### src/hdl/tbie_ram.sv
// Generic single-port-write, single-port-read RAM with registered read.
// No dependencies.
module tbie_ram #(
    parameter int WIDTH = 32,
    parameter int DEPTH = 64
) (
    input  logic                     clk,
    input  logic                     wr_en,
    input  logic [$clog2(DEPTH)-1:0] wr_addr,
    input  logic [WIDTH-1:0]         wr_data,
    input  logic [$clog2(DEPTH)-1:0] rd_addr,
    output logic [WIDTH-1:0]         rd_data
);

    logic [WIDTH-1:0] mem_reg [DEPTH];
    logic [WIDTH-1:0] rd_data_reg;

    always_ff @(posedge clk)
    begin
        if (wr_en)
        begin
            mem_reg[wr_addr] <= wr_data;
        end
        rd_data_reg <= mem_reg[rd_addr];
    end

    assign rd_data = rd_data_reg;

endmodule

### config.mk
export PLATFORM = sky130hd
export DESIGN_NAME = tbie_ram
export DESIGN_NICKNAME = d
export VERILOG_FILES = /design/src/hdl/tbie_ram.sv
export SDC_FILE = /design/constraint.sdc
export NUM_CORES = 2
export LEC_CHECK = 0
export BUFFER_PORTS_ARGS = -buffer_cell sky130_fd_sc_hd__buf_2
export CORE_ASPECT_RATIO = 0.8
export CORE_MARGIN = 8
export CORE_UTILIZATION = 38
export CTS_CLUSTER_DIAMETER = 200
export CTS_CLUSTER_SIZE = 14
export DETAILED_ROUTE_END_ITERATION = 10
export RECOVER_POWER = 100
export SYNTH_ARGS = -nofsm -noshare
export SYNTH_HDL_FRONTEND = slang
export SYNTH_SLANG_ARGS = --single-unit
export TNS_END_PERCENT = 100
### constraint.sdc
create_clock -name clk -period 10.2 [get_ports clk]
set_input_delay 0.51 -clock clk [delete_from_list [all_inputs] [get_ports clk]]
set_output_delay 0.51 -clock clk [all_outputs]
set_load 0.02 [all_outputs]
==> impl_metrics.yaml <==
synth:
  synth_edf_count: 2048
  synthCells: 3324
  syn_nets: 3370
  synthFlopType: "edfxtp_1"
  async_reset_ff_share_pct: 0
  synth_cell_types: 34
  ys_seq_area_share_pct: 79.1
  syn_area_per_cell_um2: 23.6
  yosysWarnings: 0
  synth_seq_cells: 2080
  netlist_area_um2: 78500
cts:
  clkSinkCount: 2080
  htree_levels: 4
  numCtsBuffers: 166
  cts.repair.resized: 0
  post-cts-setup-buffers: 0
  cts_hold_buf: 0
  cts-root-buf: "clkbuf_16"
  cts.clk_slew.worst_paths_ps: 70
  insertion_delay_ps: 820
  cts_tree: "done"
  clk_path_buf_depth: 3
floorplan:
  start_util_pct: 38.1
  rows: 149
  die-area_um2: 222000
  die_width_um: 524
  die_h_um: 423
  core-area_um2: 206000
  ios: 78
worst_setup_path:
  critPathKind: "in2reg"
  slowest_delay_ps: 2680
  path_cells: "buf_8 -> buf_4 -> clkbuf_1 -> mux4_2 -> nor2b_1 -> a21oi_1 -> a311oi_1 -> nor3_1"
  worstPathRequired_ps: 10820
  start_kind: "input port"
  cpMaxStageDelayCell: "clkbuf_1"
  cp_max_fo: 59
  cp-end-kind: "flip-flop"
  cp.arrival_ps: 6700
layout:
  seq_area_um2: 62100
  instances_no_fill: 6303
  fin_nets: 3540
  drive_gt1_share_pct: 23.3
  multiInputGateArea_um2: 15900
  largest_reg_flops: 2048
  area_delta_synth_final_pct: 10.9
  stdcell_area_um2: 87000
  final_core_util_pct: 42.3
  fill_cells: 17556
power_and_ir_drop:
  p_per_area_nw_per_um2: 187
  ir_drop_mv: 0.178
  leakage_nw: 26.0
timing:
  timing.final.crit_share_pct: 59.6
  rsz0062_at_grt: "false"
  setup_viol: 0
  fin_setup_tns_ps: 0
  maxSlewViolCount: 4333
  relSlewSlack_pct: -160
  hold_viol: 0
  finalCriticalPeriod_ps: 6080
  clock.fmax_mhz: 165
  skew_ps: 30.2
  tightestPinTransition_ps: 3890
placement:
  gp_congestion: 0.740
  io_buffers: 77
  placed_area_um2: 82800
  dpl.cell_count: 6044
  hpwlAfterDp_um: 106000
global_routing:
  overflow: 0
  antenna_found_initial: 18
  grt_max_degree: 95
  grt_pass1_vias: 36341
  grtUsageTotal_pct: 18.0
  grt_first_pass_wirelength_um: 284000
route:
  wl_per_cell_um: 31.9
  viasPerCell: 5.72
  first_pass_iters: 5
  postRouteAntennaNets: 0
  drtIter0Drc: 4331
  postRouteWirelength_um: 201000
  num_vias: 36037
  drc: 0
run_status:
  status: "finished with violations"
  violations: "capacitance limit, slew limit"
flow_run:
  drv_cap: 104
worst_hold_path:
  hold_class: "in2reg"
-- layout make-up --
type	instances	share of cell area, %
Antenna cell	8	0.0230
Sequential cell	2080	71.4
Clock inverter	9	0.134
Clock buffer	242	5.25
Tap cell	2718	3.91
Multi-Input combinational cell	1062	18.3
Timing Repair Buffer	184	1.05
-- through the flow --
stage / hold WS (ps) / worst slack [ps] / power [mW]
floorplan: 609 / 6530 / 10.1
global placement: 744 / 5310 / 10.6
detailed placement: 735 / 5300 / 10.6
CTS: 332 / 6170 / 16.4
global route: 417 / 3540 / 16.8
finish: 406 / 4120 / 16.3
-- synthesized netlist by cell type (2+ instances only) --
library cell / instances / area share [%]
a21oi_1: 62 / 0.40
a22oi_1: 12 / 0.11
a311oi_1: 8 / 0.089
a41o_1: 4 / 0.051
and2_1: 2 / 0.016
and3_1: 4 / 0.032
buf_1: 21 / 0.10
buf_2: 57 / 0.36
buf_4: 25 / 0.24
buf_6: 5 / 0.072
clkbuf_1: 74 / 0.35
dfxtp_1: 32 / 0.82
edfxtp_1: 2048 / 78
mux2i_1: 93 / 1.2
mux4_2: 544 / 16
nand2_1: 26 / 0.12
nand2b_1: 8 / 0.064
nand3_1: 5 / 0.032
nand3b_1: 5 / 0.048
nand4_1: 2 / 0.016
nor2_1: 137 / 0.65
nor2b_1: 15 / 0.12
nor3_1: 7 / 0.045
o221ai_1: 27 / 0.30
o22ai_1: 84 / 0.67
o32ai_1: 4 / 0.045
or3_1: 3 / 0.024
or3b_1: 2 / 0.022
or3b_2: 3 / 0.033
-- worst paths after layout --
| kind | startpoint | endpoint | slack (ps) | depth (start not counted) |
|---|---|---|---|---|
| worst max register to register | mem_reg[11][25] | rd_data[25] | 7680 | 4 |
| worst min register to register | mem_reg[29][8] | rd_data[8] | 760 | 4 |
| worst max-delay path | rd_addr[0] | rd_data[17] | 4120 | 8 |
| worst min-delay path | rd_addr[3] | rd_data[8] | 410 | 4 |
-- placed cells by master (no fill, tap or decap), types with 8 or more instances in the layout --
cell type,count
nor2_4,53
nor2_1,84
o221ai_1,27
diode_2,8
a311oi_1,8
nand2_1,26
edfxtp_1,2048
o22ai_1,84
a21oi_1,62
mux4_2,544
clkbuf_1,205
buf_2,11
clkbuf_16,172
buf_4,31
nor2b_1,15
mux2i_1,93
a22oi_1,12
dfxtp_1,32
-- worst max-delay path, delay by kind of cell --
kind | cells | cell delay, ps
compound gates | 2 | 1060
mux | 1 | 750
buf+inv | 3 | 3900
simple gates | 2 | 240
-- kinds of logic (layout without fill, tap and decap cells) --
logic type	after synthesis	after routing	share of synthesized area, %
flip-flops	2080	2080	79.1
AND/OR/NAND/NOR	223	223	1.27
other	0	8	0
AO/OA/AOI/OAI	202	202	1.67
buffers and inverters	182	435	1.13
multiplexers	637	637	16.8
-- routing by layer --
layer | track usage (%) | share of wire, % | wire length [um] | vias to the layer above
met5 | 0 | 0 | 0 | -
met4 | 3.95 | 1.7 | 3410 | 0
met3 | 3.19 | 7.5 | 15200 | 234
met2 | 29.1 | 49 | 97700 | 1369
met1 | 25.6 | 42 | 85000 | 19913
li1 | - | - | - | 14521
-- where the power goes --
| group | internal [mW] | switching [mW] | total (mW) |
|---|---|---|---|
| sequential | 9.48 | 0.0434 | 9.52 |
| combinational | 0.300 | 0.553 | 0.853 |
| clock | 3.08 | 2.85 | 5.93 |
| total | 12.9 | 3.45 | 16.3 |
Note: power is estimated with default switching activity, not from simulation.
