### src/hdl/tbie_pkg.sv
// Package for the three-band isolator: payload types, fixed widths, register
// indexes, sequencer phase and step codes, accumulator commands.
// No dependencies.
package tbie_pkg;

    localparam int SAMPLE_WIDTH = 24;
    localparam int LEVEL_W      = 16;
    localparam int DATA_W       = 32;
    localparam int OP_A_W       = 34;
    localparam int PROD_W       = OP_A_W + DATA_W;
    localparam int ACC_W        = PROD_W + 2;
    localparam int GAIN_FRAC    = 30;
    localparam int CFG_IDX_W    = 3;
    localparam int HIST_DEPTH   = 64;
    localparam int HIST_AW      = 6;
    localparam int PH_W         = 2;
    localparam int STEP_W       = 3;
    localparam int STAGE_W      = 3;
    localparam int NUM_BANDS    = 3;

    localparam logic signed [17:0] LEVEL_ONE = 18'sd32768;

    // Register indexes
    localparam logic [CFG_IDX_W-1:0] REG_LOW_LP_A0  = 3'd0;
    localparam logic [CFG_IDX_W-1:0] REG_LOW_HP_A0  = 3'd1;
    localparam logic [CFG_IDX_W-1:0] REG_LOW_FB1    = 3'd2;
    localparam logic [CFG_IDX_W-1:0] REG_LOW_FB2    = 3'd3;
    localparam logic [CFG_IDX_W-1:0] REG_HIGH_LP_A0 = 3'd4;
    localparam logic [CFG_IDX_W-1:0] REG_HIGH_HP_A0 = 3'd5;
    localparam logic [CFG_IDX_W-1:0] REG_HIGH_FB1   = 3'd6;
    localparam logic [CFG_IDX_W-1:0] REG_HIGH_FB2   = 3'd7;

    // Sequencer phases
    localparam logic [PH_W-1:0] PH_IDLE  = 2'd0;
    localparam logic [PH_W-1:0] PH_GAIN  = 2'd1;
    localparam logic [PH_W-1:0] PH_STAGE = 2'd2;
    localparam logic [PH_W-1:0] PH_MIX   = 2'd3;

    // Steps inside one biquad stage
    localparam logic [STEP_W-1:0] STEP_X     = 3'd0;
    localparam logic [STEP_W-1:0] STEP_H0    = 3'd1;
    localparam logic [STEP_W-1:0] STEP_H1    = 3'd2;
    localparam logic [STEP_W-1:0] STEP_Y1    = 3'd3;
    localparam logic [STEP_W-1:0] STEP_Y2    = 3'd4;
    localparam logic [STEP_W-1:0] STEP_DRAIN = 3'd5;
    localparam logic [STEP_W-1:0] STEP_ROUND = 3'd6;

    localparam logic [STEP_W-1:0]  STEP_GAIN_LAST = 3'd3;
    localparam logic [STEP_W-1:0]  STEP_MIX_LAST  = 3'd4;
    localparam logic [STAGE_W-1:0] STAGE_LAST     = 3'd7;

    // History entry offsets within a stage
    localparam logic [1:0] HK_X1 = 2'd0;
    localparam logic [1:0] HK_X2 = 2'd1;
    localparam logic [1:0] HK_Y1 = 2'd2;
    localparam logic [1:0] HK_Y2 = 2'd3;

    // Band slots
    localparam logic [1:0] BAND_LOW  = 2'd0;
    localparam logic [1:0] BAND_MID  = 2'd1;
    localparam logic [1:0] BAND_HIGH = 2'd2;

    // Accumulator commands
    localparam logic [1:0] ACC_HOLD = 2'd0;
    localparam logic [1:0] ACC_LOAD = 2'd1;
    localparam logic [1:0] ACC_ADD  = 2'd2;

    typedef struct packed {
        logic signed [SAMPLE_WIDTH-1:0] left_in;
        logic signed [SAMPLE_WIDTH-1:0] right_in;
        logic signed [LEVEL_W-1:0]      low_level;
        logic signed [LEVEL_W-1:0]      mid_level;
        logic signed [LEVEL_W-1:0]      high_level;
    } in_item_t;

    typedef struct packed {
        logic signed [SAMPLE_WIDTH-1:0] left_out;
        logic signed [SAMPLE_WIDTH-1:0] right_out;
    } out_item_t;

    typedef struct packed {
        logic [PH_W-1:0]    phase;
        logic               ch;
        logic [STAGE_W-1:0] stage;
        logic [STEP_W-1:0]  step;
        logic [1:0]         acc_op;
    } seq_ctrl_t;

endpackage

### src/hdl/tbie_seq.sv
// Sequencer for the isolator: steps through gain setup, eight biquad stages
// per channel and the band mix, and drives the accumulator commands.
// Depends on tbie_pkg.
module tbie_seq (
    input  logic                 clk,
    input  logic                 rst_n,
    input  logic                 start,
    input  logic                 out_free,
    output tbie_pkg::seq_ctrl_t  ctrl
);
    import tbie_pkg::*;

    logic [PH_W-1:0]    phase_reg, phase_next;
    logic               ch_reg, ch_next;
    logic [STAGE_W-1:0] stage_reg, stage_next;
    logic [STEP_W-1:0]  step_reg, step_next;
    logic [1:0]         acc_op;

    always_comb
    begin
        phase_next = phase_reg;
        ch_next    = ch_reg;
        stage_next = stage_reg;
        step_next  = step_reg;
        case (phase_reg)
            PH_IDLE:
            begin
                if (start)
                begin
                    phase_next = PH_GAIN;
                    ch_next    = 1'b0;
                    step_next  = '0;
                end
            end
            PH_GAIN:
            begin
                if (step_reg == STEP_GAIN_LAST)
                begin
                    phase_next = PH_STAGE;
                    stage_next = '0;
                    step_next  = '0;
                end
                else
                begin
                    step_next = step_reg + 1'b1;
                end
            end
            PH_STAGE:
            begin
                if (step_reg == STEP_ROUND)
                begin
                    step_next = '0;
                    if (stage_reg == STAGE_LAST)
                    begin
                        phase_next = PH_MIX;
                    end
                    else
                    begin
                        stage_next = stage_reg + 1'b1;
                    end
                end
                else
                begin
                    step_next = step_reg + 1'b1;
                end
            end
            PH_MIX:
            begin
                if (step_reg != STEP_MIX_LAST)
                begin
                    step_next = step_reg + 1'b1;
                end
                else if (!ch_reg)
                begin
                    // advance to the right channel
                    ch_next    = 1'b1;
                    phase_next = PH_STAGE;
                    stage_next = '0;
                    step_next  = '0;
                end
                else if (out_free)
                begin
                    phase_next = PH_IDLE;
                    ch_next    = 1'b0;
                    step_next  = '0;
                end
            end
            default:
            begin
                phase_next = PH_IDLE;
            end
        endcase
    end

    always_ff @(posedge clk or negedge rst_n)
    begin
        if (!rst_n)
        begin
            phase_reg <= PH_IDLE;
            ch_reg    <= 1'b0;
            stage_reg <= '0;
            step_reg  <= '0;
        end
        else
        begin
            phase_reg <= phase_next;
            ch_reg    <= ch_next;
            stage_reg <= stage_next;
            step_reg  <= step_next;
        end
    end

    // products land in the cycle after issue; load on the first, add the rest
    always_comb
    begin
        acc_op = ACC_HOLD;
        case (phase_reg)
            PH_STAGE:
            begin
                if (step_reg == STEP_H0)
                begin
                    acc_op = ACC_LOAD;
                end
                else if (step_reg inside {STEP_H1, STEP_Y1, STEP_Y2, STEP_DRAIN})
                begin
                    acc_op = ACC_ADD;
                end
            end
            PH_MIX:
            begin
                if (step_reg == 3'd1)
                begin
                    acc_op = ACC_LOAD;
                end
                else if (step_reg inside {3'd2, 3'd3})
                begin
                    acc_op = ACC_ADD;
                end
            end
            default:
            begin
                acc_op = ACC_HOLD;
            end
        endcase
    end

    assign ctrl.phase  = phase_reg;
    assign ctrl.ch     = ch_reg;
    assign ctrl.stage  = stage_reg;
    assign ctrl.step   = step_reg;
    assign ctrl.acc_op = acc_op;

    a_stage_advance: assert property (@(posedge clk) disable iff (!rst_n)
        (phase_reg == PH_STAGE && step_reg == STEP_ROUND && stage_reg != STAGE_LAST)
        |=> (stage_reg == $past(stage_reg) + 1'b1 && step_reg == STEP_X))
        else $error("stage did not advance after rounding step");

    a_mix_hold: assert property (@(posedge clk) disable iff (!rst_n)
        (phase_reg == PH_MIX && step_reg == STEP_MIX_LAST && ch_reg && !out_free)
        |=> (phase_reg == PH_MIX && step_reg == STEP_MIX_LAST))
        else $error("final mix step left while result register busy");

endmodule

### config.mk
export PLATFORM = sky130hd
export DESIGN_NAME = tbie_seq
export DESIGN_NICKNAME = d
export VERILOG_FILES = /design/src/hdl/tbie_pkg.sv /design/src/hdl/tbie_seq.sv
export SDC_FILE = /design/constraint.sdc
export NUM_CORES = 1
export LEC_CHECK = 0
export ABC_CLOCK_PERIOD_IN_PS = 3800
export BUFFER_PORTS_ARGS = -buffer_cell sky130_fd_sc_hd__buf_2
export CAP_MARGIN = 5
export CORE_AREA = 4 4 41 43
export CTS_BUF_LIST = sky130_fd_sc_hd__clkbuf_8
export CTS_CLUSTER_SIZE = 16
export DETAILED_ROUTE_END_ITERATION = 10
export DIE_AREA = 0 0 45 47
export MAX_ROUTING_LAYER = met4
export PLACE_DENSITY = 0.77
export SLEW_MARGIN = 10
export SYNTH_ARGS = -nofsm -noshare
export SYNTH_HDL_FRONTEND = slang
export SYNTH_SLANG_ARGS = --single-unit
### constraint.sdc
create_clock -name clk -period 3.8 [get_ports clk]
set_clock_uncertainty 0.1 [all_clocks]
set_input_delay 0.38 -clock clk [delete_from_list [all_inputs] [get_ports clk]]
set_output_delay 0.38 -clock clk [all_outputs]
set_load 0.02 [all_outputs]
==> results of run 1 <==
-- power by group through the flow --
stage | clock [mW] | combinational, mW | sequential, mW
after floorplan | 0 | 0.000419 | 0.0976
after global placement | 0 | 0.00440 | 0.0976
after detailed placement | 0 | 0.00442 | 0.0976
after CTS | 0.110 | 0.00521 | 0.0961
after global routing | 0.116 | 0.00606 | 0.0960
final | 0.108 | 0.00505 | 0.0961
-- Yosys cell counts (3+ instances only) --
library cell,n
dfrtp_1,9
buf_2,3
ha_1,9
nand3_1,3
inv_1,6
o21ai_1,5
nand2_1,8
nor3_1,3
a21oi_1,5
-- per-stage QoR --
step,area (um^2),worst slack [ns],std cells
floorplan,701,2.08,82
global placement,759,2.00,106
detailed placement,759,2.03,106
CTS,815,1.81,111
global route,815,1.75,111
finish,815,1.80,111
-- kinds of logic after synthesis --
logic type / Yosys count / share of synthesized area [%]
simple gates: 30 / 22.3
fa+ha+maj: 9 / 16.1
compound gates: 20 / 18.2
mux: 2 / 3.21
buf+inv: 12 / 8.03
flops: 9 / 32.1
-- critical path: cells and delay by family (launching register included) --
family	cells	cell delay (ns)
AOI/OAI and AO/OA	1	0.10
DFF	1	0.51
and+or+nand+nor	1	0.13
adders and majority gates	1	0.28
buffers and inverters	2	0.26
-- layout by cell type (no fill, tap or decap), types with 2 or more instances in the layout --
master	n
dfrtp_1	9
or3_1	2
nand4_1	2
nor2_1	2
clkbuf_8	3
buf_2	14
o211ai_1	2
a21oi_1	5
ha_1	9
nand3_1	3
and2_1	2
nand2_1	8
inv_1	7
o21ai_1	5
nor3_1	3
a31oi_1	2
nand2b_1	2
-- cell type report --
type,instances,area (um^2),share of cell area (%)
clock buffer,3,41.3,5.07
clock inverter,1,3.75,0.461
inverter,7,26.3,3.23
multi-input combinational,61,419,51.5
sequential,9,225,27.6
tap,15,18.8,2.30
timing repair buffer,15,80.1,9.83
-- routing by layer --
metal,vias up,GRT usage [%]
met1,281,17.5
met4,0,13.5
met3,5,2.68
li1,320,-
met2,22,29.1
met5,-,-
-- worst max-delay path by stage --
stage | start | end | depth (start not counted)
global placement | step_reg[0] | stage_reg[1] | 6
floorplan | step_reg[2] | ctrl[1] | 4
detailed placement | step_reg[1] | stage_reg[2] | 6
CTS | step_reg[2] | ctrl[1] | 5
finish | step_reg[2] | ctrl[1] | 5
global route | step_reg[2] | ctrl[1] | 5
-- timing repair --
action / 4_1_cts / 5_1_grt
hold buffers: 1 / 0
buffers inserted: 0 / 0
hold endpoints to repair: 9 / 0
endpoints found under the setup margin: 0 / 0
==> qor.txt, run 1 <==
row count: 13
# fillers: 116
type of the worst min-delay path: input port to register
Yosys top cell area share: 32.1%
Crit Path Category: register to primary output
Critical Path Max Stage Delay: 0.51 ns
Post-synth EDFFs: 0
DR WL met3: 64 um
nets: 110
critical path endpoint category: primary output
Total Power: 0.209 mW
core area: 1300 um^2
Distinct cells, synth: 32
TritonCTS buffer count: 3
CTS tree: done
syn_area_per_cell: 8.54 um^2
first-pass GRT wire length: 2460 um
largest cells by area after synthesis: dfrtp_1, ha_1, nand2_1
Sw Pwr: 0.0408 mW
Power per Cell Area: 257 nW/um^2
worst skew pair latency: 0.23 ns
total negative slack: 0 ns
Worst R2R Setup Slack: 2.00 ns
pin count of the biggest net entering global routing: 23
global route total overflow: 0
RR Endpoint: stage_reg[2]
initial antenna violation count: 0
Vias per Instance: 5.66
Max Cap Viol: 0
RePlAce Congestion: 0.824
hold endpoint: step_reg[2]
relative slew slack: 58.9%
crit-path max FO: 9
Max Slew Vio Count: 0
CTS H-Tree Depth: 1
startpoint types: register
CTS Sinks: 9
post-route antenna net violation count: 0
layout overhead on the synthesized area: 16.2%
die width: 45 um
Main synth FF type: dfrtp_1
vias in the first global route: 610
final hold violations: 0
Yosys reg bits: 9
LEAKAGE: 0.375 nW
Cell Area, Synth: 701 um^2
WHS: 0.383 ns
period utilization: 52.6%
clock network fraction of total power: 51.7%
hold_sp: out_free
worst-margin pin slew: 0.617 ns
share of cells above drive strength 1: 20.8%
worst reg-to-reg path cell count: 6
wire per inst: 13.0 um
Residual DRC: 0
Worst-path clk slew: 0.05 ns
Synth area leader: dfrtp_1
Internal: 0.169 mW
GRT Total Usage: 17.1%
Root Buffer: clkbuf_8
I/O Pins: 15
Sw Ratio: 19.5%
crit-path cells: inv_2, ha_1, o21ai_1, and2_1, buf_2
Final min period: 2.00 ns
Peak VDD IR: 0.241 mV
Ant. Diodes: 0
yosys warns: 0
arrival time at the worst endpoint: 1.52 ns
reg2reg start: step_reg[0]
DR vias: 628
post-DP HPWL: 1090 um
Async S/R FF share, synth: 100%
Syn Nets: 95
Final Setup Violations: 0
Worst path slowest cell: dfrtp_1
1st-iter DRT viols: 13
WL met1: 656 um
RSZ-0062 raised after global routing: false
die area: 2120 um^2
sequential element share of the synthesized area: 32.1%
Hold Path Stages: 3
Synth Instances: 82
met2 wire len: 681 um
Max clock buf depth: 2
Die Ht: 47 um
Flop pwr share: 45.9%
Comb pwr share: 2.4%
number of port buffers: 14
max layer used: met4
outcome: completed
Layout Utilization: 62.6%
Req. time, crit path: 3.32 ns
fmax: 500 MHz
cts repair resizes: 0
DR pass1 iterations: 4
starting density of the core: 53.8%
Routed WL: 1450 um
Power figures use the tool's default switching activity.
==> run 2, diff against run 1 <==
--- a/config.mk
+++ b/config.mk
@@ -5,7 +5,7 @@
 export SDC_FILE = /design/constraint.sdc
 export NUM_CORES = 1
 export LEC_CHECK = 0
-export ABC_CLOCK_PERIOD_IN_PS = 3800
+export ABC_CLOCK_PERIOD_IN_PS = 2000
 export BUFFER_PORTS_ARGS = -buffer_cell sky130_fd_sc_hd__buf_2
 export CAP_MARGIN = 5
 export CORE_AREA = 4 4 41 43
==> constraint.sdc (replaced) <==
create_clock -name clk -period 2 [get_ports clk]
set_clock_uncertainty 0.1 [all_clocks]
set_input_delay 0.2 -clock clk [delete_from_list [all_inputs] [get_ports clk]]
set_output_delay 0.2 -clock clk [all_outputs]
set_load 0.02 [all_outputs]
==> run 2 against run 1 <==
  * Cell area increased by 1.8%
  * Total power rose by 95%
  * Sequential share of layout area is 0.50 points lower
  * Wire length increased by 10%
  * Die area unchanged
  * Flip-flop and latch count did not move
==> qor.txt, run 2 (same netlist as run 1, synthesis figures left out) <==
outcome: completed
RSZ-0062 raised after global routing: false
DR pass1 iterations: 4 (unchanged)
Worst R2R Setup Slack: 0.24 ns (-1.76 ns)
worst reg-to-reg path cell count: 6 (unchanged)
Root Buffer: clkbuf_8
die width: 45 um (unchanged)
type of the worst min-delay path: input port to register
Power per Cell Area: 493 nW/um^2 (+92%)
critical path launch point: step_reg[2]
worst skew pair latency: 0.24 ns (about the same)
Peak VDD IR: 0.278 mV (+16%)
vias in the first global route: 607 (-0.49%)
number of port buffers: 14 (unchanged)
CTS tree: done
total negative slack: 0 ns (unchanged)
Die Ht: 47 um (unchanged)
I/O Pins: 15 (unchanged)
critical path endpoint category: primary output
pin count of the biggest net entering global routing: 17 (-26%)
Worst-path clk slew: 0.04 ns (about the same)
share of cells above drive strength 1: 22.4% (+1.6 points)
RR Endpoint: phase_reg[0]
initial antenna violation count: 0 (unchanged)
DR vias: 657 (+4.6%)
post-DP HPWL: 1180 um (+8.6%)
Critical path destination: ctrl[1]
fmax: 556 MHz
startpoint types: register
RePlAce Congestion: 0.866 (+5.0%)
worst-margin pin slew: 0.509 ns (-0.108 ns)
wire per inst: 14.1 um (+8.1%)
Finished Layout Cells: 113 (+1.8%)
TritonCTS buffer count: 3 (unchanged)
global route total overflow: 0 (unchanged)
Ant. Diodes: 0 (unchanged)
Max Cap Viol: 0 (unchanged)
core area: 1300 um^2 (unchanged)
period utilization: 90.0%
die area: 2120 um^2 (unchanged)
reg2reg start: step_reg[0]
starting density of the core: 53.8% (unchanged)
setup bufs post-CTS: 0 (unchanged)
final hold violations: 0 (unchanged)
Final Setup Violations: 0 (unchanged)
GRT Total Usage: 17.7% (+0.56 points)
Req. time, crit path: 1.70 ns (-1.62 ns)
Vias per Instance: 5.81 (+2.8%)
Place WS: 0.250 ns (-1.78 ns)
Final WS setup: 0.200 ns (-1.60 ns)
first-pass GRT wire length: 2540 um (+3.1%)
post-route antenna net violation count: 0 (unchanged)
cts repair resizes: 0 (unchanged)
relative slew slack: 66.1% (+7.2 points)
most common cell after layout, fill and taps aside: buf_2
Final min period: 1.80 ns
Total Power: 0.409 mW (+95%)
row count: 13 (unchanged)
LEAKAGE: 0.384 nW (+2.6%)
WHS: 0.208 ns (-0.175 ns)
Residual DRC: 0 (unchanged)
CTS H-Tree Depth: 1 (unchanged)
nets: 112 (+1.8%)
layout overhead on the synthesized area: 18.4%
most frequent cells in the layout: buf_2, ha_1, dfrtp_1, nand2_1, inv_1
Max clock buf depth: 2 (unchanged)
Routed WL: 1590 um (+10%)
Crit Path Category: register to primary output
Max Slew Vio Count: 0 (unchanged)
1st-iter DRT viols: 26 (+13)
placed insts: 108 (+1.9%)
arrival time at the worst endpoint: 1.50 ns (-0.02 ns)
CTS Sinks: 9 (unchanged)
Hold Buf Count CTS: 1 (unchanged)
crit-path max FO: 9 (unchanged)
==> run 2: cell types whose count changed in the layout (fill, tap and decap cells not counted) <==
cell,change
buf_4,+2
==> run 2: worst min path at each step <==
| stage | from | end | slack, ns | cells past startpoint |
|---|---|---|---|---|
| final | out_free | step_reg[2] | 0.21 | 3 |
| after global routing | out_free | step_reg[2] | 0.23 | 3 |
| after CTS | out_free | step_reg[2] | 0.20 | 3 |
| after detailed placement | rst_n | stage_reg[1] | -0.03 | 1 |
| after global placement | rst_n | stage_reg[0] | -0.04 | 1 |
| after floorplan | rst_n | ch_reg | -0.20 | 0 |
==> run 2: area by class of cell <==
| cell class | instances | area, um^2 |
|---|---|---|
| Multi-Input combinational cell | 61 | 419 |
| Tap cell | 15 | 18.8 |
| Timing Repair Buffer | 17 | 95.1 |
| Fill cell | 126 | 472 |
| Inverter | 7 | 26.3 |
| Clock inverter | 1 | 3.75 |
| Clock buffer | 3 | 41.3 |
| Sequential cell | 9 | 225 |
==> run 2: worst max-delay path, cell delays in order (launching register included) <==
cell and delay (ns):
dfrtp_1 0.50, inv_2 0.11, ha_1 0.28, o21ai_1 0.10
and2_1 0.13, buf_2 0.15
==> run 2: per-stage QoR <==
stage	cell area [um^2]	utilization, %
global placement	774	59.5
floorplan	701	-
CTS	830	63.7
finish	830	63.7
global route	830	63.7
detailed placement	774	59.5
==> run 2: report_power, final <==
group	switching, mW	leakage (nW)	internal, mW
logic	0.00583	0.257	0.00398
registers	0	0.101	0.183
clock network	0.0823	0.0269	0.135
==> run 2: routing by layer <==
| metal | track usage, % | part of all wire (%) | vias up |
|---|---|---|---|
| li1 | - | - | 322 |
| met1 | 19.1 | 42 | 298 |
| met2 | 28.8 | 48 | 30 |
| met3 | 1.53 | 5.8 | 7 |
| met4 | 15.8 | 4.0 | 0 |
| met5 | - | 0 | - |
==> run 3, diff against run 2 <==
--- a/config.mk
+++ b/config.mk
@@ -8,13 +8,13 @@
 export ABC_CLOCK_PERIOD_IN_PS = 2000
 export BUFFER_PORTS_ARGS = -buffer_cell sky130_fd_sc_hd__buf_2
 export CAP_MARGIN = 5
-export CORE_AREA = 4 4 41 43
+export CORE_AREA = 2 2 39 41
 export CTS_BUF_LIST = sky130_fd_sc_hd__clkbuf_8
 export CTS_CLUSTER_SIZE = 16
 export DETAILED_ROUTE_END_ITERATION = 10
-export DIE_AREA = 0 0 45 47
+export DIE_AREA = 0 0 41 43
 export MAX_ROUTING_LAYER = met4
-export PLACE_DENSITY = 0.77
+export PLACE_DENSITY = 0.88
 export SLEW_MARGIN = 10
 export SYNTH_ARGS = -nofsm -noshare
 export SYNTH_HDL_FRONTEND = slang
==> run 3 against run 2 <==
  * Hold slack better by 0.0025 ns
  * Die area fell by 17%
  * Largest cell class unchanged
  * Combinational power fell by 2.7%
==> qor.txt, run 3 (same netlist as run 1, synthesis figures left out) <==
outcome: completed
nets: 112 (unchanged)
RePlAce Congestion: 0.800 (-7.6%)
first-pass GRT wire length: 2460 um (-3.0%)
Final min period: 1.83 ns (+0.0333 ns)
CTS tree: done
Residual DRC: 0 (unchanged)
WL met1: 678 um (+0.44%)
die area: 1760 um^2 (-17%)
Total Power: 0.401 mW (-1.9%)
DR vias: 645 (-1.8%)
RR Endpoint: stage_reg[0]
Routed WL: 1510 um (-5.4%)
Place WS: 0.285 ns (+0.0356 ns)
RSZ-0062 raised after global routing: false
fin area: 831 um^2 (+0.15%)
Crit Path Category: register to primary output
TritonCTS buffer count: 3 (unchanged)
number of port buffers: 14 (unchanged)
global route total overflow: 0 (unchanged)
post-DP HPWL: 1110 um (-5.4%)
Vias per Instance: 5.66 (-2.7%)
arrival time at the worst endpoint: 1.53 ns (+0.03 ns)
hold_sp: out_free
Final WS setup: 0.167 ns (-0.0333 ns)
startpoint types: register
Max clock buf depth: 2 (unchanged)
cts repair resizes: 0 (unchanged)
most common cell after layout, fill and taps aside: buf_2
Power per Cell Area: 483 nW/um^2 (-2.1%)
final hold violations: 0 (unchanged)
Final Setup Violations: 0 (unchanged)
GRT Total Usage: 21.8% (+4.1 points)
total negative slack: 0 ns (unchanged)
post-route antenna net violation count: 0 (unchanged)
setup bufs post-CTS: 0 (unchanged)
met2 wire len: 720 um (-5.4%)
Die Ht: 43 um (-8.5%)
period utilization: 91.7% (+1.7 points)
critical path endpoint category: primary output
relative slew slack: 76.3% (+10 points)
1st-iter DRT viols: 21 (-19%)
pin count of the biggest net entering global routing: 16 (-1)
worst skew pair latency: 0.24 ns (about the same)
Worst R2R Setup Slack: 0.26 ns (+0.02 ns)
placed insts: 109 (+0.93%)
Ant. Diodes: 0 (unchanged)
Max Slew Vio Count: 0 (unchanged)
die width: 41 um (-8.9%)
worst-margin pin slew: 0.353 ns (-0.156 ns)
CTS Sinks: 9 (unchanged)
# fillers: 131 (+4.0%)
share of cells above drive strength 1: 22.4% (unchanged)
DR pass1 iterations: 4 (unchanged)
Req. time, crit path: 1.70 ns (about the same)
dpl cell area: 776 um^2 (+0.16%)
Peak VDD IR: 0.255 mV (-8.4%)
I/O Pins: 15 (unchanged)
Hold Path Stages: 3 (unchanged)
wire per inst: 13.2 um (-6.2%)
starting density of the core: 50.6% (-3.2 points)
most frequent cells in the layout: buf_2, ha_1, dfrtp_1, nand2_1, inv_1
Hold Buf Count CTS: 1 (unchanged)
Worst-path clk slew: 0.04 ns (about the same)
reg2reg start: step_reg[0]
Root Buffer: clkbuf_8
initial antenna violation count: 0 (unchanged)
Max Cap Viol: 0 (unchanged)
Finished Layout Cells: 114 (+0.88%)
DR WL met3: 84 um (-9.7%)
crit-path max FO: 9 (unchanged)
core area: 1380 um^2 (+6.3%)
vias in the first global route: 583 (-4.0%)
row count: 14 (+1)
max layer used: met4
worst reg-to-reg path cell count: 6 (unchanged)
CTS H-Tree Depth: 1 (unchanged)
layout overhead on the synthesized area: 18.6%
WHS: 0.211 ns (+0.00252 ns)
fmax: 546 MHz (-1.8%)
LEAKAGE: 0.384 nW (unchanged)
Layout Utilization: 60.0% (-3.7 points)
hold endpoint: phase_reg[0]
type of the worst min-delay path: input port to register
## run 3: cell counts in the layout (fill, tap and decap cells not counted)
Identical to the previous run, type by type.
## run 3: cell type report
cell class | instances | area (um^2) | share of cell area [%]
multi-input cells | 61 | 419 | 50.5
flip-flops and latches | 9 | 225 | 27.1
repair buffers | 17 | 95.1 | 11.4
clock buffers | 3 | 41.3 | 4.97
inverters | 7 | 26.3 | 3.16
well taps | 16 | 20.0 | 2.41
clock inverters | 1 | 3.75 | 0.452
## run 3: how the worst max path moves through the flow
stage | startpoint | end | slack [ns] | depth (start not counted)
floorplan | step_reg[0] | stage_reg[0] | 0.30 | 6
global placement | step_reg[0] | stage_reg[2] | 0.34 | 6
detailed placement | step_reg[1] | stage_reg[1] | 0.29 | 6
CTS | step_reg[2] | ctrl[1] | 0.16 | 5
global route | step_reg[0] | stage_reg[1] | 0.08 | 6
finish | step_reg[2] | ctrl[1] | 0.17 | 5
## run 3: worst max-delay path: stages (launching register included)
cell and delay, ns:
dfrtp_1 0.51, inv_2 0.10, ha_1 0.29, o21ai_1 0.11, and2_1 0.13, buf_2 0.15
## run 3: per-layer routing
layer  vias to the layer above  global-route usage (%)
li1                        323                       -
met3                         4                    4.71
met4                         0                    12.7
met2                        27                    32.5
met1                       291                    25.7
met5                         -                       -
## run 3: power by group
part | internal (mW) | switching [mW] | total (mW) | leakage [nW]
Clock | 0.134 | 0.0751 | 0.209 | 0.0269
Combinational | 0.00398 | 0.00557 | 0.00955 | 0.257
Sequential | 0.183 | 0 | 0.183 | 0.101
Total | 0.321 | 0.0806 | 0.401 | 0.384
